**config.mk**
```make
export PLATFORM = sky130hd
export DESIGN_NAME = mep_front_flat
export DESIGN_NICKNAME = d
export VERILOG_FILES = /design/src/hdl/mep_pkg.sv /design/src/hdl/mep_if.sv /design/src/hdl/mep_front.sv /design/src/flat_wrapper.sv
export SDC_FILE = /design/constraint.sdc
export NUM_CORES = 2
export LEC_CHECK = 0
export ABC_AREA = 1
export BUFFER_PORTS_ARGS = -buffer_cell sky130_fd_sc_hd__buf_4
export CAP_MARGIN = 25
export CORE_MARGIN = 2
export CORE_UTILIZATION = 45
export CTS_CLUSTER_DIAMETER = 40
export DETAILED_ROUTE_END_ITERATION = 12
export HOLD_SLACK_MARGIN = 0.08
export SYNTH_ARGS = -nofsm -noshare
export SYNTH_HDL_FRONTEND = slang
export SYNTH_SLANG_ARGS = --single-unit
```
**constraint.sdc**
```tcl
create_clock -name clk_i -period 23.2 [get_ports clk_i]
set_input_delay 2.32 -clock clk_i [delete_from_list [all_inputs] [get_ports clk_i]]
set_output_delay 2.32 -clock clk_i [all_outputs]
set_load 0.005 [all_outputs]
```
**src/hdl/mep_pkg.sv**
```systemverilog
package mep_pkg;

  localparam int unsigned CoordBitsDef = 12;
  localparam int unsigned FracBitsDef  = 28;
  localparam int unsigned IterBitsDef  = 16;

  localparam int unsigned CfgDataBits  = 32;
  localparam int unsigned CfgIdxBits   = 3;

  typedef enum logic [CfgIdxBits-1:0] {
    REG_X_MIN    = 3'd0,
    REG_Y_MAX    = 3'd1,
    REG_X_STEP   = 3'd2,
    REG_Y_STEP   = 3'd3,
    REG_MAX_ITER = 3'd4,
    REG_BAILOUT  = 3'd5,
    REG_COLORS   = 3'd6
  } cfg_reg_e;

  localparam logic signed [31:0] XMinRst    = -32'sd536870912;
  localparam logic signed [31:0] YMaxRst    = 32'sd268435456;
  localparam logic [30:0]        XStepRst   = 31'd3145728;
  localparam logic [30:0]        YStepRst   = 31'd2097152;
  localparam logic [15:0]        MaxIterRst = 16'd100;
  localparam logic [1:0]         BailoutRst = 2'd2;
  localparam logic [4:0]         ColorsRst  = 5'd5;

  // Limits for the iteration loop, already forced into their legal ranges.
  typedef struct packed {
    logic [15:0] lim;
    logic [2:0]  bail_sq;
    logic [4:0]  colors;
  } cfg_t;

endpackage

```
**src/hdl/mep_if.sv**
```systemverilog
interface mep_pix_if #(
  parameter int unsigned COORD_BITS = 12
);
  logic                  valid;
  logic                  ready;
  logic [COORD_BITS-1:0] row;
  logic [COORD_BITS-1:0] col;

  modport source (output valid, output row, output col, input ready);
  modport sink   (input valid, input row, input col, output ready);
endinterface


```
**src/hdl/mep_front.sv**
```systemverilog
module mep_front import mep_pkg::*; #(
  parameter int unsigned COORD_BITS = CoordBitsDef,
  parameter int unsigned FRAC_BITS  = FracBitsDef
) (
  input  logic                       clk_i,
  input  logic                       rst_ni,
  input  logic signed [31:0]         x_min_i,
  input  logic signed [31:0]         y_max_i,
  input  logic [30:0]                x_step_i,
  input  logic [30:0]                y_step_i,
  mep_pix_if.sink                    pix_i,
  input  logic                       q_ready_i,
  output logic                       q_valid_o,
  output logic [2*(FRAC_BITS+6)-1:0] q_data_o
);

  localparam int unsigned W  = FRAC_BITS + 6;
  localparam int unsigned PW = COORD_BITS + 33;
  localparam int unsigned SW = (PW > FRAC_BITS + 7) ? PW : FRAC_BITS + 7;
  localparam logic signed [SW-1:0] CLim = SW'(4) << FRAC_BITS;

  logic                  stg_valid_q;
  logic [COORD_BITS-1:0] row_q;
  logic [COORD_BITS-1:0] col_q;
  logic signed [SW-1:0]  re_raw;
  logic signed [SW-1:0]  im_raw;
  logic signed [SW-1:0]  re_sat;
  logic signed [SW-1:0]  im_sat;
  logic                  take;

  assign take        = pix_i.valid && pix_i.ready;
  assign pix_i.ready = !stg_valid_q || q_ready_i;

  always_comb begin
    re_raw = SW'(x_min_i) + $signed(SW'(col_q) * SW'(x_step_i));
    im_raw = SW'(y_max_i) - $signed(SW'(row_q) * SW'(y_step_i));
    re_sat = (re_raw > CLim) ? CLim : ((re_raw < -CLim) ? -CLim : re_raw);
    im_sat = (im_raw > CLim) ? CLim : ((im_raw < -CLim) ? -CLim : im_raw);
  end

  assign q_valid_o = stg_valid_q;
  assign q_data_o  = {W'(re_sat), W'(im_sat)};

  always_ff @(posedge clk_i or negedge rst_ni) begin
    if (!rst_ni) begin
      stg_valid_q <= 1'b0;
      row_q       <= '0;
      col_q       <= '0;
    end else begin
      if (take) begin
        stg_valid_q <= 1'b1;
        row_q       <= pix_i.row;
        col_q       <= pix_i.col;
      end else if (q_ready_i) begin
        stg_valid_q <= 1'b0;
      end
    end
  end

endmodule

```
**src/flat_wrapper.sv**
```systemverilog
// flat-port wrapper written by rule: the top's interface ports become plain ports
module mep_front_flat import mep_pkg::*;
#(
  parameter int unsigned COORD_BITS = CoordBitsDef,
  parameter int unsigned FRAC_BITS  = FracBitsDef
)
  (clk_i, rst_ni, x_min_i, y_max_i, x_step_i, y_step_i, q_ready_i, q_valid_o, q_data_o, pix_i_valid, pix_i_row, pix_i_col, pix_i_ready);
  mep_pix_if #(.COORD_BITS(COORD_BITS)) pix_i_i ();
  input  logic clk_i;
  input  logic rst_ni;
  input  logic signed [31:0] x_min_i;
  input  logic signed [31:0] y_max_i;
  input  logic [30:0] x_step_i;
  input  logic [30:0] y_step_i;
  input  logic q_ready_i;
  output logic q_valid_o;
  output logic [2*(FRAC_BITS+6)-1:0] q_data_o;
  input wire logic [$bits(pix_i_i.valid)-1:0] pix_i_valid;
  input wire logic [$bits(pix_i_i.row)-1:0] pix_i_row;
  input wire logic [$bits(pix_i_i.col)-1:0] pix_i_col;
  output wire logic [$bits(pix_i_i.ready)-1:0] pix_i_ready;
  assign pix_i_i.valid = pix_i_valid;
  assign pix_i_i.row = pix_i_row;
  assign pix_i_i.col = pix_i_col;
  assign pix_i_ready = pix_i_i.ready;
  mep_front #(.COORD_BITS(COORD_BITS), .FRAC_BITS(FRAC_BITS)) u_core (.clk_i(clk_i), .rst_ni(rst_ni), .x_min_i(x_min_i), .y_max_i(y_max_i), .x_step_i(x_step_i), .y_step_i(y_step_i), .pix_i(pix_i_i), .q_ready_i(q_ready_i), .q_valid_o(q_valid_o), .q_data_o(q_data_o));
endmodule
```
# Word level (Yosys, flattened, before mapping)
# Index checks and enable logic that the tools add are counted.
dict set report totals {
  ff_bits 25
  inputBits 154
  output_inout_bits 70
  word_cells 21
}
dict set report classes {
  n_addsub 2
  multipliers 2
  n_lt_le_gt_ge 4
  mux 6
  n_reduce_logical 4
}
# op n
set op_table {}
lappend op_table {{34-bit 2-to-1 mux} 4}
lappend op_table {{45-bit by 32-bit greater-than comparator with 1-bit output (second input constant)} 2}
lappend op_table {{45-bit by 31-bit less-than comparator with 1-bit output (second input constant)} 2}
lappend op_table {{12-bit by 31-bit multiplier with 43-bit output} 2}
lappend op_table {{32-bit by 44-bit adder with 45-bit output} 1}
lappend op_table {{32-bit by 44-bit subtractor with 45-bit output} 1}
lappend op_table {{1-bit 2-to-1 mux} 2}
lappend op_table {{2-bit nonzero test} 1}
lappend op_table {{1-bit logical AND} 1}
lappend op_table {{1-bit zero test} 1}
lappend op_table {{1-bit logical OR} 1}

# Depth between registers and ports, before layout
dict set report depth {
  ltp_word 5
  ltp_mapped 46
  ltp_nobuf 44
}

# Least setup slack after synthesis
# OpenSTA, ideal clock, no wires.
dict set report synth_path {
  path_kind {in2out}
  from {input x_step_i[6]}
  to {output q_data_o[55]}
  arrival_time_ns 8.625
  required_ns 20.880
  setup_slack_ns 12.255
  path_stages 39
  n_path_buf 2
  path_cell_list {clkbuf_1 -> nand2_1 -> fa_1 -> inv_1 -> fa_1 -> fa_1 -> fa_1 -> inv_1 -> fa_1 -> inv_1 -> ha_1 -> a21oi_1 -> o21ai_0 -> a21oi_1 -> nand2_1 -> nand2_1 -> nand2_1 -> nand2_1 -> [3 not listed] -> xor2_1 -> ha_1 -> nand2_1 -> inv_1 -> a21oi_1 -> a21oi_1 -> nor2_1 -> nand3_1 -> nand2_1 -> nand2_2 -> nor2_2 -> nand3_2 -> nor2_2 -> nor2_1 -> nand2_2 -> buf_6 -> nand2_1 -> inv_1}
}
dict set report synth_via {
  elab_chain_cells 5
  elab_cells_between_ends 6
  cone_classes {add/sub: 1; mul: 1; order compare: 2; mux: 2}
}
# item line
set synth_lines {}
lappend synth_lines {{from (decl)} flat_wrapper.sv:13} ;# input logic [30:0] x_step_i;
lappend synth_lines {{12-bit by 31-bit multiplier with 43-bit output (*)} mep_front.sv:35} ;# re_raw = SW'(x_min_i) + $signed(SW'(col_q) * SW'(x_step_i));
lappend synth_lines {{32-bit by 44-bit adder with 45-bit output (*)} mep_front.sv:35}
lappend synth_lines {{45-bit by 31-bit less-than comparator with 1-bit output} mep_front.sv:37} ;# re_sat = (re_raw > CLim) ? CLim : ((re_raw < -CLim) ? -CLim : re_raw);
lappend synth_lines {{34-bit 2-to-1 mux} mep_front.sv:37}
lappend synth_lines {{34-bit 2-to-1 mux (*)} mep_front.sv:37}
lappend synth_lines {{to (decl)} flat_wrapper.sv:17} ;# output logic [2*(FRAC_BITS+6)-1:0] q_data_o;
# Every way passes the cells marked *; elsewhere a longest branch is shown, timed or not.

# Worst setup path in the final report
dict set report layout_path {
  from {input x_step_i[13]}
  to {output q_data_o[53]}
}
# Same word-level chain as after synthesis.

==> impl_metrics.tcl <==
set metrics [dict create \
    slew_viol_final 0 \
    htree_num_levels 1 \
    async_flop_share_pct 100 \
    synth_area_um2 33300 \
    placed_cells 6199 \
    whs_ns 0.507 \
    maxCapViolCount 0 \
    nNetsFinal 6237 \
    ant_nets 0 \
    die_w_um 276 \
    hold_buffers 0 \
    r2r_slack_ns 21.58 \
    period_needed_ns 12.67 \
    synth_adder_area_share_pct 44.5 \
    r2r_start "u_core.q_valid_o" \
    synth_edf_count 0 \
    clockRootBuffer "clkbuf_16" \
    synth_top_family_by_area "adder cells" \
    rows 99 \
    synthFlopType "dfrtp_1" \
    ys_seq_area_share_pct 1.88 \
    outcome "completed" \
    netlist_top_cells_count "1763 x nand2_1, 1357 x inv_1, 582 x fa_1" \
    area_delta_synth_final_pct 7.55 \
    synth_top_area_share_pct 34.9 \
    clock_path_buffers 2 \
    synthXorXnorAreaFrac_pct 2.31 \
    end_kind "output pin" \
    synth-seq-cells 25 \
    grt_util_all_layers_pct 25.9 \
    grt-ovfl-total 0 \
    arrival_ns 10.35 \
    min_period_over_period_pct 54.6 \
    antenna_found_initial 5 \
    reg2regPathDepth 4 \
    hold_class "flop to flop" \
    worstHoldPathCells 1 \
    criticalPathCategory "input pin to output pin" \
    dp_hpwl_um 83600 \
    clk_pin_slew_ns 0.07 \
    synthMuxAreaShare_pct 0.810 \
    num_vias 30800 \
    gp_congestion 0.954 \
    hold_viol_final 0 \
    fmax_ghz 0.0789 \
    yosys_warnings 0 \
    die-area_um2 76300 \
    postSynthCellCount 5148 \
    fin_cells 6207 \
    cts_resized 0 \
    setup_violations 0 \
    netlist_top_cells_area "fa_1 35%, nand2_1 20%, inv_1 15%" \
    clk_latency_ns 0.27 \
    max_stage_delay_ns 0.56 \
    crit_top_cell "inv_1" \
    io_buffers 223 \
    ys_types 47 \
    vias_per_cell 4.96 \
    syn_nets 6139 \
    first_pass_iters 5 \
    dieHeight_um 276 \
    grt_max_degree 34 \
    routedWlPerCell_um 15.7 \
    cp_slowest_cell "fa_1" \
    cts_buffers 3 \
    utilization_pct 49.0 \
    synth_compound_area_share_pct 5.78 \
    tightestPinTransition_ns 0.764 \
    synth.most_common_cell "nand2_1" \
    hold_path_end "u_core.col_q[11]" \
    worstReg2RegEnd "u_core.col_q[6]" \
    avgSynthCellArea_um2 6.48 \
    top_level_ports 224 \
    initial_core_util_pct 45.6 \
    yosys.area_share.simple_pct 27.4 \
    rsz0062_at_grt "no" \
    relSlewSlack_pct 49.0 \
    drive_gt1_share_pct 6.06 \
    tns_ns 0 \
    crit_fanout 33 \
    hp-start "u_core.col_q[11]" \
    cp.required_ns 20.88 \
    post_cts_buffers 0 \
    clock_sinks 25 \
    grt_pass1_vias 30800 \
    grt_pass1_wl_um 162000 \
    cts_tree "done" \
    drt_iter0_markers 2163 \
    synth_largest_area_cell "fa_1" \
    worstSetupStartpointType "input pin" \
    drc 0 \
    core_area_um2 73200 \
    wl_um 97600 \
    fin_skew_ns 0.00196 \
]
==> cell usage in the layout, fill, tap and decap left out, types with 14 or more instances in the layout <==
cell,synthesis,layout
nand2_1,1763,1763
inv_1,1357,1357
fa_1,582,582
nor2_1,295,295
ha_1,255,255
buf_4,0,247
a21oi_1,212,212
nand3_1,140,140
o21ai_0,54,54
xor2_1,51,51
xnor2_1,37,37
nand4_1,30,30
dfrtp_1,25,25
a31oi_1,24,24
mux2_2,24,24
nand3b_1,19,19
o21bai_1,15,15
nor3_1,14,14
==> registers in the layout (all words and copies together), names as in the netlist <==
| register | flops |
|---|---|
| u_core.col_q | 12 |
| u_core.row_q | 12 |
| u_core.q_valid_o | 1 |
==> how the worst max path moves through the flow <==
stage | slack, ns | start | depth (start not counted) | endpoint
2_1_floorplan | 12.25 | x_step_i[6] | 39 | q_data_o[55]
3_3_place_gp | 10.56 | x_step_i[15] | 38 | q_data_o[53]
3_5_place_dp | 10.57 | x_step_i[18] | 37 | q_data_o[53]
4_1_cts | 10.56 | x_step_i[15] | 37 | q_data_o[53]
5_1_grt | 9.92 | x_step_i[18] | 37 | q_data_o[51]
6_report | 10.53 | x_step_i[13] | 37 | q_data_o[53]
==> cell families after synthesis <==
kind of cell	Yosys count
AND/OR/NAND/NOR	2304
buffers and inverters	1522
adder cells (fa/ha/maj)	837
AO/OA/AOI/OAI	348
XOR/XNOR	88
flip-flops	25
multiplexers	24
==> critical path: cells and delay by family <==
family,cells,cell delay (ns)
compound gates,7,1.26
xor+xnor,1,0.13
fa+ha+maj,7,3.40
buf+inv,8,0.67
simple gates,14,2.53
==> cell type report <==
type	instances	area, µm²
Fill cell	7782	37300
Multi-Input combinational cell	3601	26900
Inverter	1366	5130
Timing Repair Buffer	249	1880
Tap cell	959	1200
Sequential cell	25	626
Clock buffer	3	75.1
Clock inverter	1	7.51
Antenna cell	3	7.51
==> routing by layer <==
layer	up-vias	global-route usage, %	wire length (µm)
met4	4	3.77	1410
met3	84	2.23	5780
li1	15100	-	-
met1	14700	40.5	49300
met5	-	0	24
met2	895	39.6	41100
==> through the flow <==
step	cell area [µm²]	setup WS, ns
3_5_place_dp	35800	10.57
3_3_place_gp	35700	10.56
6_report	35900	10.53
4_1_cts	35800	10.56
5_1_grt	35900	9.92
2_1_floorplan	33300	12.25
Power is not shown: default switching activity piles up to over one toggle a cycle in this logic, so the estimate is an artifact.
