==> src/hdl/mep_pkg.sv <==
package mep_pkg;

  localparam int unsigned CoordBitsDef = 12;
  localparam int unsigned FracBitsDef  = 28;
  localparam int unsigned IterBitsDef  = 16;

  localparam int unsigned CfgDataBits  = 32;
  localparam int unsigned CfgIdxBits   = 3;

  typedef enum logic [CfgIdxBits-1:0] {
    REG_X_MIN    = 3'd0,
    REG_Y_MAX    = 3'd1,
    REG_X_STEP   = 3'd2,
    REG_Y_STEP   = 3'd3,
    REG_MAX_ITER = 3'd4,
    REG_BAILOUT  = 3'd5,
    REG_COLORS   = 3'd6
  } cfg_reg_e;

  localparam logic signed [31:0] XMinRst    = -32'sd536870912;
  localparam logic signed [31:0] YMaxRst    = 32'sd268435456;
  localparam logic [30:0]        XStepRst   = 31'd3145728;
  localparam logic [30:0]        YStepRst   = 31'd2097152;
  localparam logic [15:0]        MaxIterRst = 16'd100;
  localparam logic [1:0]         BailoutRst = 2'd2;
  localparam logic [4:0]         ColorsRst  = 5'd5;

  // Limits for the iteration loop, already forced into their legal ranges.
  typedef struct packed {
    logic [15:0] lim;
    logic [2:0]  bail_sq;
    logic [4:0]  colors;
  } cfg_t;

endpackage

==> src/hdl/mep_queue.sv <==
module mep_queue import mep_pkg::*; #(
  parameter int unsigned WIDTH = 2 * (FracBitsDef + 6)
) (
  input  logic             clk_i,
  input  logic             rst_ni,
  input  logic             push_valid_i,
  output logic             push_ready_o,
  input  logic [WIDTH-1:0] push_data_i,
  output logic             pop_valid_o,
  input  logic             pop_ready_i,
  output logic [WIDTH-1:0] pop_data_o
);

  logic [WIDTH-1:0] slot_q [2];
  logic             wr_q;
  logic             rd_q;
  logic [1:0]       cnt_q;
  logic             push;
  logic             pop;

  assign push_ready_o = cnt_q != 2'd2;
  assign pop_valid_o  = cnt_q != 2'd0;
  assign pop_data_o   = slot_q[rd_q];
  assign push         = push_valid_i && push_ready_o;
  assign pop          = pop_valid_o && pop_ready_i;

  always_ff @(posedge clk_i or negedge rst_ni) begin
    if (!rst_ni) begin
      wr_q      <= 1'b0;
      rd_q      <= 1'b0;
      cnt_q     <= 2'd0;
      slot_q[0] <= '0;
      slot_q[1] <= '0;
    end else begin
      if (push) begin
        slot_q[wr_q] <= push_data_i;
        wr_q         <= !wr_q;
      end
      if (pop) begin
        rd_q <= !rd_q;
      end
      if (push && !pop) begin
        cnt_q <= cnt_q + 2'd1;
      end else if (pop && !push) begin
        cnt_q <= cnt_q - 2'd1;
      end
    end
  end

endmodule

==> config.mk <==
export PLATFORM = sky130hd
export DESIGN_NAME = mep_queue
export DESIGN_NICKNAME = d
export VERILOG_FILES = /design/src/hdl/mep_pkg.sv /design/src/hdl/mep_queue.sv
export SDC_FILE = /design/constraint.sdc
export NUM_CORES = 1
export LEC_CHECK = 0
export BUFFER_PORTS_ARGS = -buffer_cell sky130_fd_sc_hd__buf_2
export CORE_MARGIN = 4
export CORE_UTILIZATION = 48
export DETAILED_ROUTE_END_ITERATION = 8
export PLACE_DENSITY = 0.71
export SLEW_MARGIN = 20
export SYNTH_ARGS = -nofsm -noshare
export SYNTH_HDL_FRONTEND = slang
export SYNTH_SLANG_ARGS = --single-unit
==> constraint.sdc <==
create_clock -name clk_i -period 3.5 [get_ports clk_i]
set_clock_uncertainty 0.2 [all_clocks]
set_input_delay 0.7 -clock clk_i [delete_from_list [all_inputs] [get_ports clk_i]]
set_output_delay 0.7 -clock clk_i [all_outputs]
set_load 0.005 [all_outputs]
* After elaboration in Yosys (flattened, before gate mapping)
Index checks and enable logic that the tools add are counted.
Word-level totals: input port bits 72, register bits 140
Operators by class: add/subtract/negate cells 2, bitwise logic cells 2, reductions and logical operators 11, muxes and demuxes 8, magnitude comparators 3, eq/ne operators 1
Operator list (count):
- 2-to-1 mux 68 bit | 4
- bitwise mux 136 bit | 1
- demux 68 bit (select 1 bit) | 1
- logical AND 1 bit | 5
- >= comparator 2 bit (second input constant) | 2
- zero test 1 bit | 4
- 2-to-1 mux 2 bit | 2
- inverter 1 -> 2 bit | 2
- nonzero test 2 bit | 2
- adder 2 x 1 -> 2 bit (second input constant) | 1
- < comparator 2 x 1 -> 1 bit (second input constant) | 1
- != test 2 bit (second input constant) | 1
- subtractor 2 x 1 -> 2 bit (second input constant) | 1

* Depth between registers and ports, before layout
Gate-level depths: netlist (run 1).
depth in word-level cells 6, depth in mapped cells 6

* Least setup slack after synthesis (run 1)
OpenSTA, ideal clock, no wires.
path kind flip-flop to output port, start register rd_q, end output port pop_data_o[41], required time 2600 ps, setup slack 1326 ps, arrival time 1274 ps, path buffers 3, stages on the path, launching flop included 5, cells stage by stage dfrtp_1 -> clkbuf_1 -> buf_2 -> buf_2 -> mux2_2
On the way: longest elaborated chain between the ends 4
RTL lines:
- from (decl) | line mep_queue.sv:16 | logic rd_q;
- from (signal assigned) | line mep_queue.sv:40 | rd_q <= !rd_q;
- inverter 1 -> 2 bit (not written as such) | line mep_queue.sv:23 | assign pop_data_o = slot_q[rd_q];
- 2-to-1 mux 68 bit (not written as such) (3 in a row) | line mep_queue.sv:23
- to (decl) | line mep_queue.sv:11 | output logic [WIDTH-1:0] pop_data_o
No other way between the ends. The select of a mux whose other input is x is not followed.

* Worst setup path after layout (run 1)
start register rd_q, end output port pop_data_o[56]
The elaborated chain is that of the path after synthesis.

==> reports/results.ini, run 1 <==
[sta]
finalCritPeriodShare_pct = 75.4
slew_viol_final = 0
max-slew-margin-rel_pct = 40.8
tightest_slew_ns = 0.887
post-route-min-period_ns = 2.64
setup_tns_ns = 0
worst_slack_ns = 0.860
fmax_mhz = 379
hold_ws_ns = 0.201
finalSetupViolCount = 0
rsz0062_at_grt = no
finalHoldViolations = 0

[clock_tree]
post_cts_buffers = 0
cts_htree_levels = 4
cts_buffers = 17
cts.repair.resized = 0
cts.sinks = 140
clockRootBuffer = clkbuf_16
cts_tree = done
clock_latency_ns = 0.41
clock_path_buffers = 2
path_clk_slew_ns = 0.05
holdBufCountCts = 0

[place]
dpl_worst_slack_ns = 1.05
placed_cell_area_mm2 = 0.00707
numPortBuffers = 141
hpwl_mm = 7.93
routabilityCongestion = 0.720
dp.cells = 675

[routing]
vias = 3588
drcViolationCount = 0
dr.pass1.iters = 5
viasPerCell = 5.10
drt_iter0_markers = 129
wire_per_inst_um = 17.3
wirelength_mm = 12.2
drtAntennaViolNets = 0

[finish]
finalNetCount = 595
multi_input_area_mm2 = 0.00256
layout-drive-gt1-share_pct = 71.1
area_delta_synth_final_pct = 21.0
layout_common_cells = mux2_2 (164), buf_2 (140), dfrtp_1 (139)
final_cell_area_mm2 = 0.00758
seq_area_mm2 = 0.00350
finalNonFillerCells = 704
utilization_pct = 59.6
antenna_cells = 0
fill_cells = 1040
layout_commonest_cell = mux2_2

[setup_path]
critPathLaunchType = flop
path_cells = buf_4 > mux2_2 > buf_2
cp.required_ns = 2.60
cpPeakStageDelay_ns = 0.42
end_kind = output pin
critPathSlowestCell = buf_4
crit_arrival_ns = 1.74
crit_type = reg -> out
path_max_fanout = 35

[flow_run]
cap_violations = 0

[synthesis]
ys.warnings.count = 0
synth_seq_area_share_pct = 55.9
synth_nets = 454
postSynthCellCount = 381
yosys_register_bits = 140
synth_area_mm2 = 0.00626
synth_top_area_share_pct = 55.9
yosysUniqueCellTypes = 19
syn_avg_cell_area_um2 = 16.4
netlist_top_cells_area = dfrtp_1 (56%), mux2_2 (29%), mux2_4 (9.6%)
yosysTopAreaCell = dfrtp_1

[grt]
antenna_found_initial = 0
track_usage_pct = 17.3
first_global_vias = 3977
grt_remaining_overflow = 0
grt_max_degree = 100
grt_pass1_wl_mm = 19.8

[floorplanning]
die_x_um = 122
pin_count = 142
num_rows = 41
dieArea_mm2 = 0.0149
coreArea_mm2 = 0.0127
die_y_um = 122
floorplan.initialDensity_pct = 49.2

[power]
p_total_mw = 7.72
ir_worst_vdd_v = 0.000513
leakage_nw = 3.48
powerDensity_mw_per_mm2 = 1020

[min_path]
hp-class = in -> async

[outcome]
outcome = finished clean

## state kept, by name, indices dropped and copies added (netlist names)
name    cells
slot_q    136
cnt_q       2
rd_q        1
wr_q        1
## layer usage
metal / vias to the layer above / global-route usage (%) / share of wire [%]
li1: 1637 / - / -
met1: 1840 / 20.5 / 43
met2: 101 / 29.1 / 50
met3: 10 / 6.27 / 6.3
met4: 0 / 6.44 / 1.0
met5: - / 0 / 0
## Yosys cell counts (all sizes together)
cell type    n
mux2       204
dfrtp      140
buf         20
clkbuf       4
xor2         3
xnor2        2
and2         1
and3         1
and3b        1
ha           1
nand2        1
nand2b       1
nor2         1
or2          1
## worst max-delay path: cells and delay by family, from the launching register on
kind	cells	cell delay, ns
buffers and inverters	2	0.55
DFF	1	0.35
muxes	1	0.41
## power by group
part	total (mW)	leakage, nW	switching [mW]	internal, mW
logic	3.28	1.58	1.22	2.05
clock network	1.56	0.253	0.597	0.966
registers	2.88	1.65	0.418	2.47
total	7.72	3.48	2.24	5.49
## cell families after synthesis
family	Yosys count	synth area share, %
simple gates	7	0.779
mux	204	39.1
fa+ha+maj	1	0.200
flops	140	55.9
xor+xnor	5	0.699
buf+inv	24	3.34
## final timing paths
check / from / to / slack, ns / cells after the start
setup / recovery: rd_q / pop_data_o[56] / 0.86 / 3
hold / removal: rst_ni / slot_q[107] / 0.20 / 1
setup reg to reg: cnt_q[0] / slot_q[123] / 1.26 / 4
hold reg to reg: wr_q / wr_q / 0.29 / 1
max in group asynchronous: rst_ni / rd_q / 2.12 / 2
min in group clk_i: wr_q / wr_q / 0.29 / 1
## final cells by class
type	count	area share, %
flip-flops and latches	140	46.2
multi-input cells	217	33.8
repair buffers	146	10.4
clock buffers	27	6.63
well taps	172	2.84
clock inverters	2	0.132
(Power assumes the default switching activity.)
==> inputs of run 2 (changes only) <==
--- a/config.mk
+++ b/config.mk
@@ -9,7 +9,7 @@
 export CORE_MARGIN = 4
 export CORE_UTILIZATION = 48
 export DETAILED_ROUTE_END_ITERATION = 8
-export PLACE_DENSITY = 0.71
+export PLACE_DENSITY = 0.74
 export SLEW_MARGIN = 20
 export SYNTH_ARGS = -nofsm -noshare
 export SYNTH_HDL_FRONTEND = slang
==> constraint.sdc (replaced) <==
create_clock -name clk_i -period 2.2 [get_ports clk_i]
set_clock_uncertainty 0.2 [all_clocks]
set_input_delay 0.44 -clock clk_i [delete_from_list [all_inputs] [get_ports clk_i]]
set_output_delay 0.44 -clock clk_i [all_outputs]
set_load 0.005 [all_outputs]
==> run 2 against run 1 <==
Effect of this change:
- the flow now finishes with violations (setup timing)
- clock-buffer cell count unchanged
- worst hold slack worse by 0.14 ns
- core utilization grew 2.7 points
- first-iteration DRC count up 36%
- power is 71% higher
- die area unchanged
- sequential share of layout area fell by 2.0 points
- via count rose by 2.6%
==> reports/results.ini, run 2 (same netlist as run 1, synthesis figures left out) <==
[power]
swShare_pct = 29.2
powerDensity_mw_per_mm2 = 1670
seqPwrFrac_pct = 35.0
leakage_nw = 3.65
p_comb_share_pct = 43.9
p_switching_mw = 3.85
ir_worst_vdd_v = 0.000859
p_int_mw = 9.35
clkPwrFrac_pct = 21.1

[setup_path]
path_cells = buf_12 > clkbuf_16 > mux2_4 > buf_6
critPathSlowestCell = dfrtp_2
critPathLaunchType = flop
crit_arrival_ns = 1.59
path_max_fanout = 14
cpPeakStageDelay_ns = 0.41
crit_type = reg -> out
end_kind = output pin
cp.required_ns = 1.56

[floorplanning]
die_x_um = 122
floorplan.initialDensity_pct = 49.2
pin_count = 142
num_rows = 41
die_y_um = 122
coreArea_mm2 = 0.0127
dieArea_mm2 = 0.0149

[routing]
vias = 3683
wirelength_mm = 13.5
drtAntennaViolNets = 0
viasPerCell = 5.12
wire_per_inst_um = 18.8
drcViolationCount = 0
dr.pass1.iters = 4
drt_iter0_markers = 175

[place]
placed_cell_area_mm2 = 0.00718
numPortBuffers = 141
hpwl_mm = 8.60
routabilityCongestion = 0.723
dpl_worst_slack_ns = 0.272
dp.cells = 681

[finish]
finalNonFillerCells = 720
utilization_pct = 62.3
largest-register = slot_q
largest_register_ffs = 136
final_cell_area_mm2 = 0.00793
layout-drive-gt1-share_pct = 72.3
largestRegisters = slot_q x136, cnt_q x2
area_delta_synth_final_pct = 26.5
finalNetCount = 608
fill_cells = 989
layout_commonest_cell = mux2_2
antenna_cells = 0
layout_common_cells = mux2_2 (160), dfrtp_1 (139), buf_2 (136)

[sta]
slew_viol_final = 0
max-slew-margin-rel_pct = 73.3
fmax_mhz = 449
post-route-min-period_ns = 2.23
finalSetupViolCount = 36
tightest_slew_ns = 0.400
finalHoldViolations = 0
setup_tns_ns = -0.331
worst_slack_ns = -0.0253
finalCritPeriodShare_pct = 101
rsz0062_at_grt = yes

[clock_tree]
cts.sinks = 140
clock_latency_ns = 0.41
clock_path_buffers = 2
clockRootBuffer = clkbuf_16
cts_htree_levels = 4
cts_tree = done
path_clk_slew_ns = 0.06
cts_buffers = 17

[grt]
track_usage_pct = 19.0
first_global_vias = 4240
grt_max_degree = 41
grt_remaining_overflow = 0
grt_pass1_wl_mm = 21.6
antenna_found_initial = 1

[outcome]
outcome = finished, violations left
violations = setup timing

[flow_run]
cap_violations = 0

[min_path]
hp-class = in -> reg

[run 2: metal layers]
layer  up-vias  track usage, %  part of all wire, %
li1       1663               -                    -
met1      1890            24.1                   44
met2       109            30.5                   48
met3        19            6.41                  6.9
met4         2            6.93                  1.6
met5         -               0                0.059
[run 2: path summary, 6_finish.rpt]
kind                            slack [ns]       startpoint  cells after the start        endpoint
min in group asynchronous             0.32           rst_ni                      2     slot_q[105]
worst max register to register        0.27         cnt_q[0]                      4       slot_q[4]
worst min-delay path                  0.06  push_data_i[65]                      2      slot_q[65]
worst max-delay path                 -0.03             rd_q                      4  pop_data_o[29]
worst min register to register        0.29             wr_q                      1            wr_q
max in group asynchronous             0.91           rst_ni                      3      slot_q[93]
[run 2: per-stage QoR]
step | hold WS [ns] | power, mW
global route | 0.0506 | 14.0
global placement | 0.176 | 9.84
CTS | 0.0460 | 13.2
floorplan | -0.0556 | 8.25
detailed placement | 0.179 | 10.1
finish | 0.0628 | 13.2
[run 2: area by class of cell]
| cell class | count | area [um2] | share of cell area [%] |
|---|---|---|---|
| Timing Repair Buffer | 159 | 1040 | 13.2 |
| Clock buffer | 27 | 533 | 6.73 |
| Multi-Input combinational cell | 217 | 2580 | 32.5 |
| Tap cell | 172 | 215 | 2.72 |
| Sequential cell | 140 | 3500 | 44.2 |
| Clock inverter | 5 | 53.8 | 0.679 |
[run 2: worst max-delay path: cells and delay by family, from the launching register on]
kind	cells	cell delay, ns
DFF	1	0.41
buffers and inverters	3	0.45
muxes	1	0.31
[run 2: repair_timing]
action / 4_1_cts / 5_1_grt
hold buffers: 1 / 0
gates resized for setup: 4 / 11
buffers inserted: 2 / 2
setup endpoints to repair: 48 / 68
gates cloned: 2 / 2
endpoints found under the hold margin: 36 / 0
[run 2: power by group through the flow]
stage          Sequential, mW  Combinational, mW  Clock [mW]
6_report                 4.62               5.80        2.79
5_1_grt                  4.80               6.27        2.97
4_1_cts                  4.63               5.68        2.85
3_5_place_dp             4.64               5.43           0
3_3_place_gp             4.53               5.31           0
2_1_floorplan            4.38               3.87           0
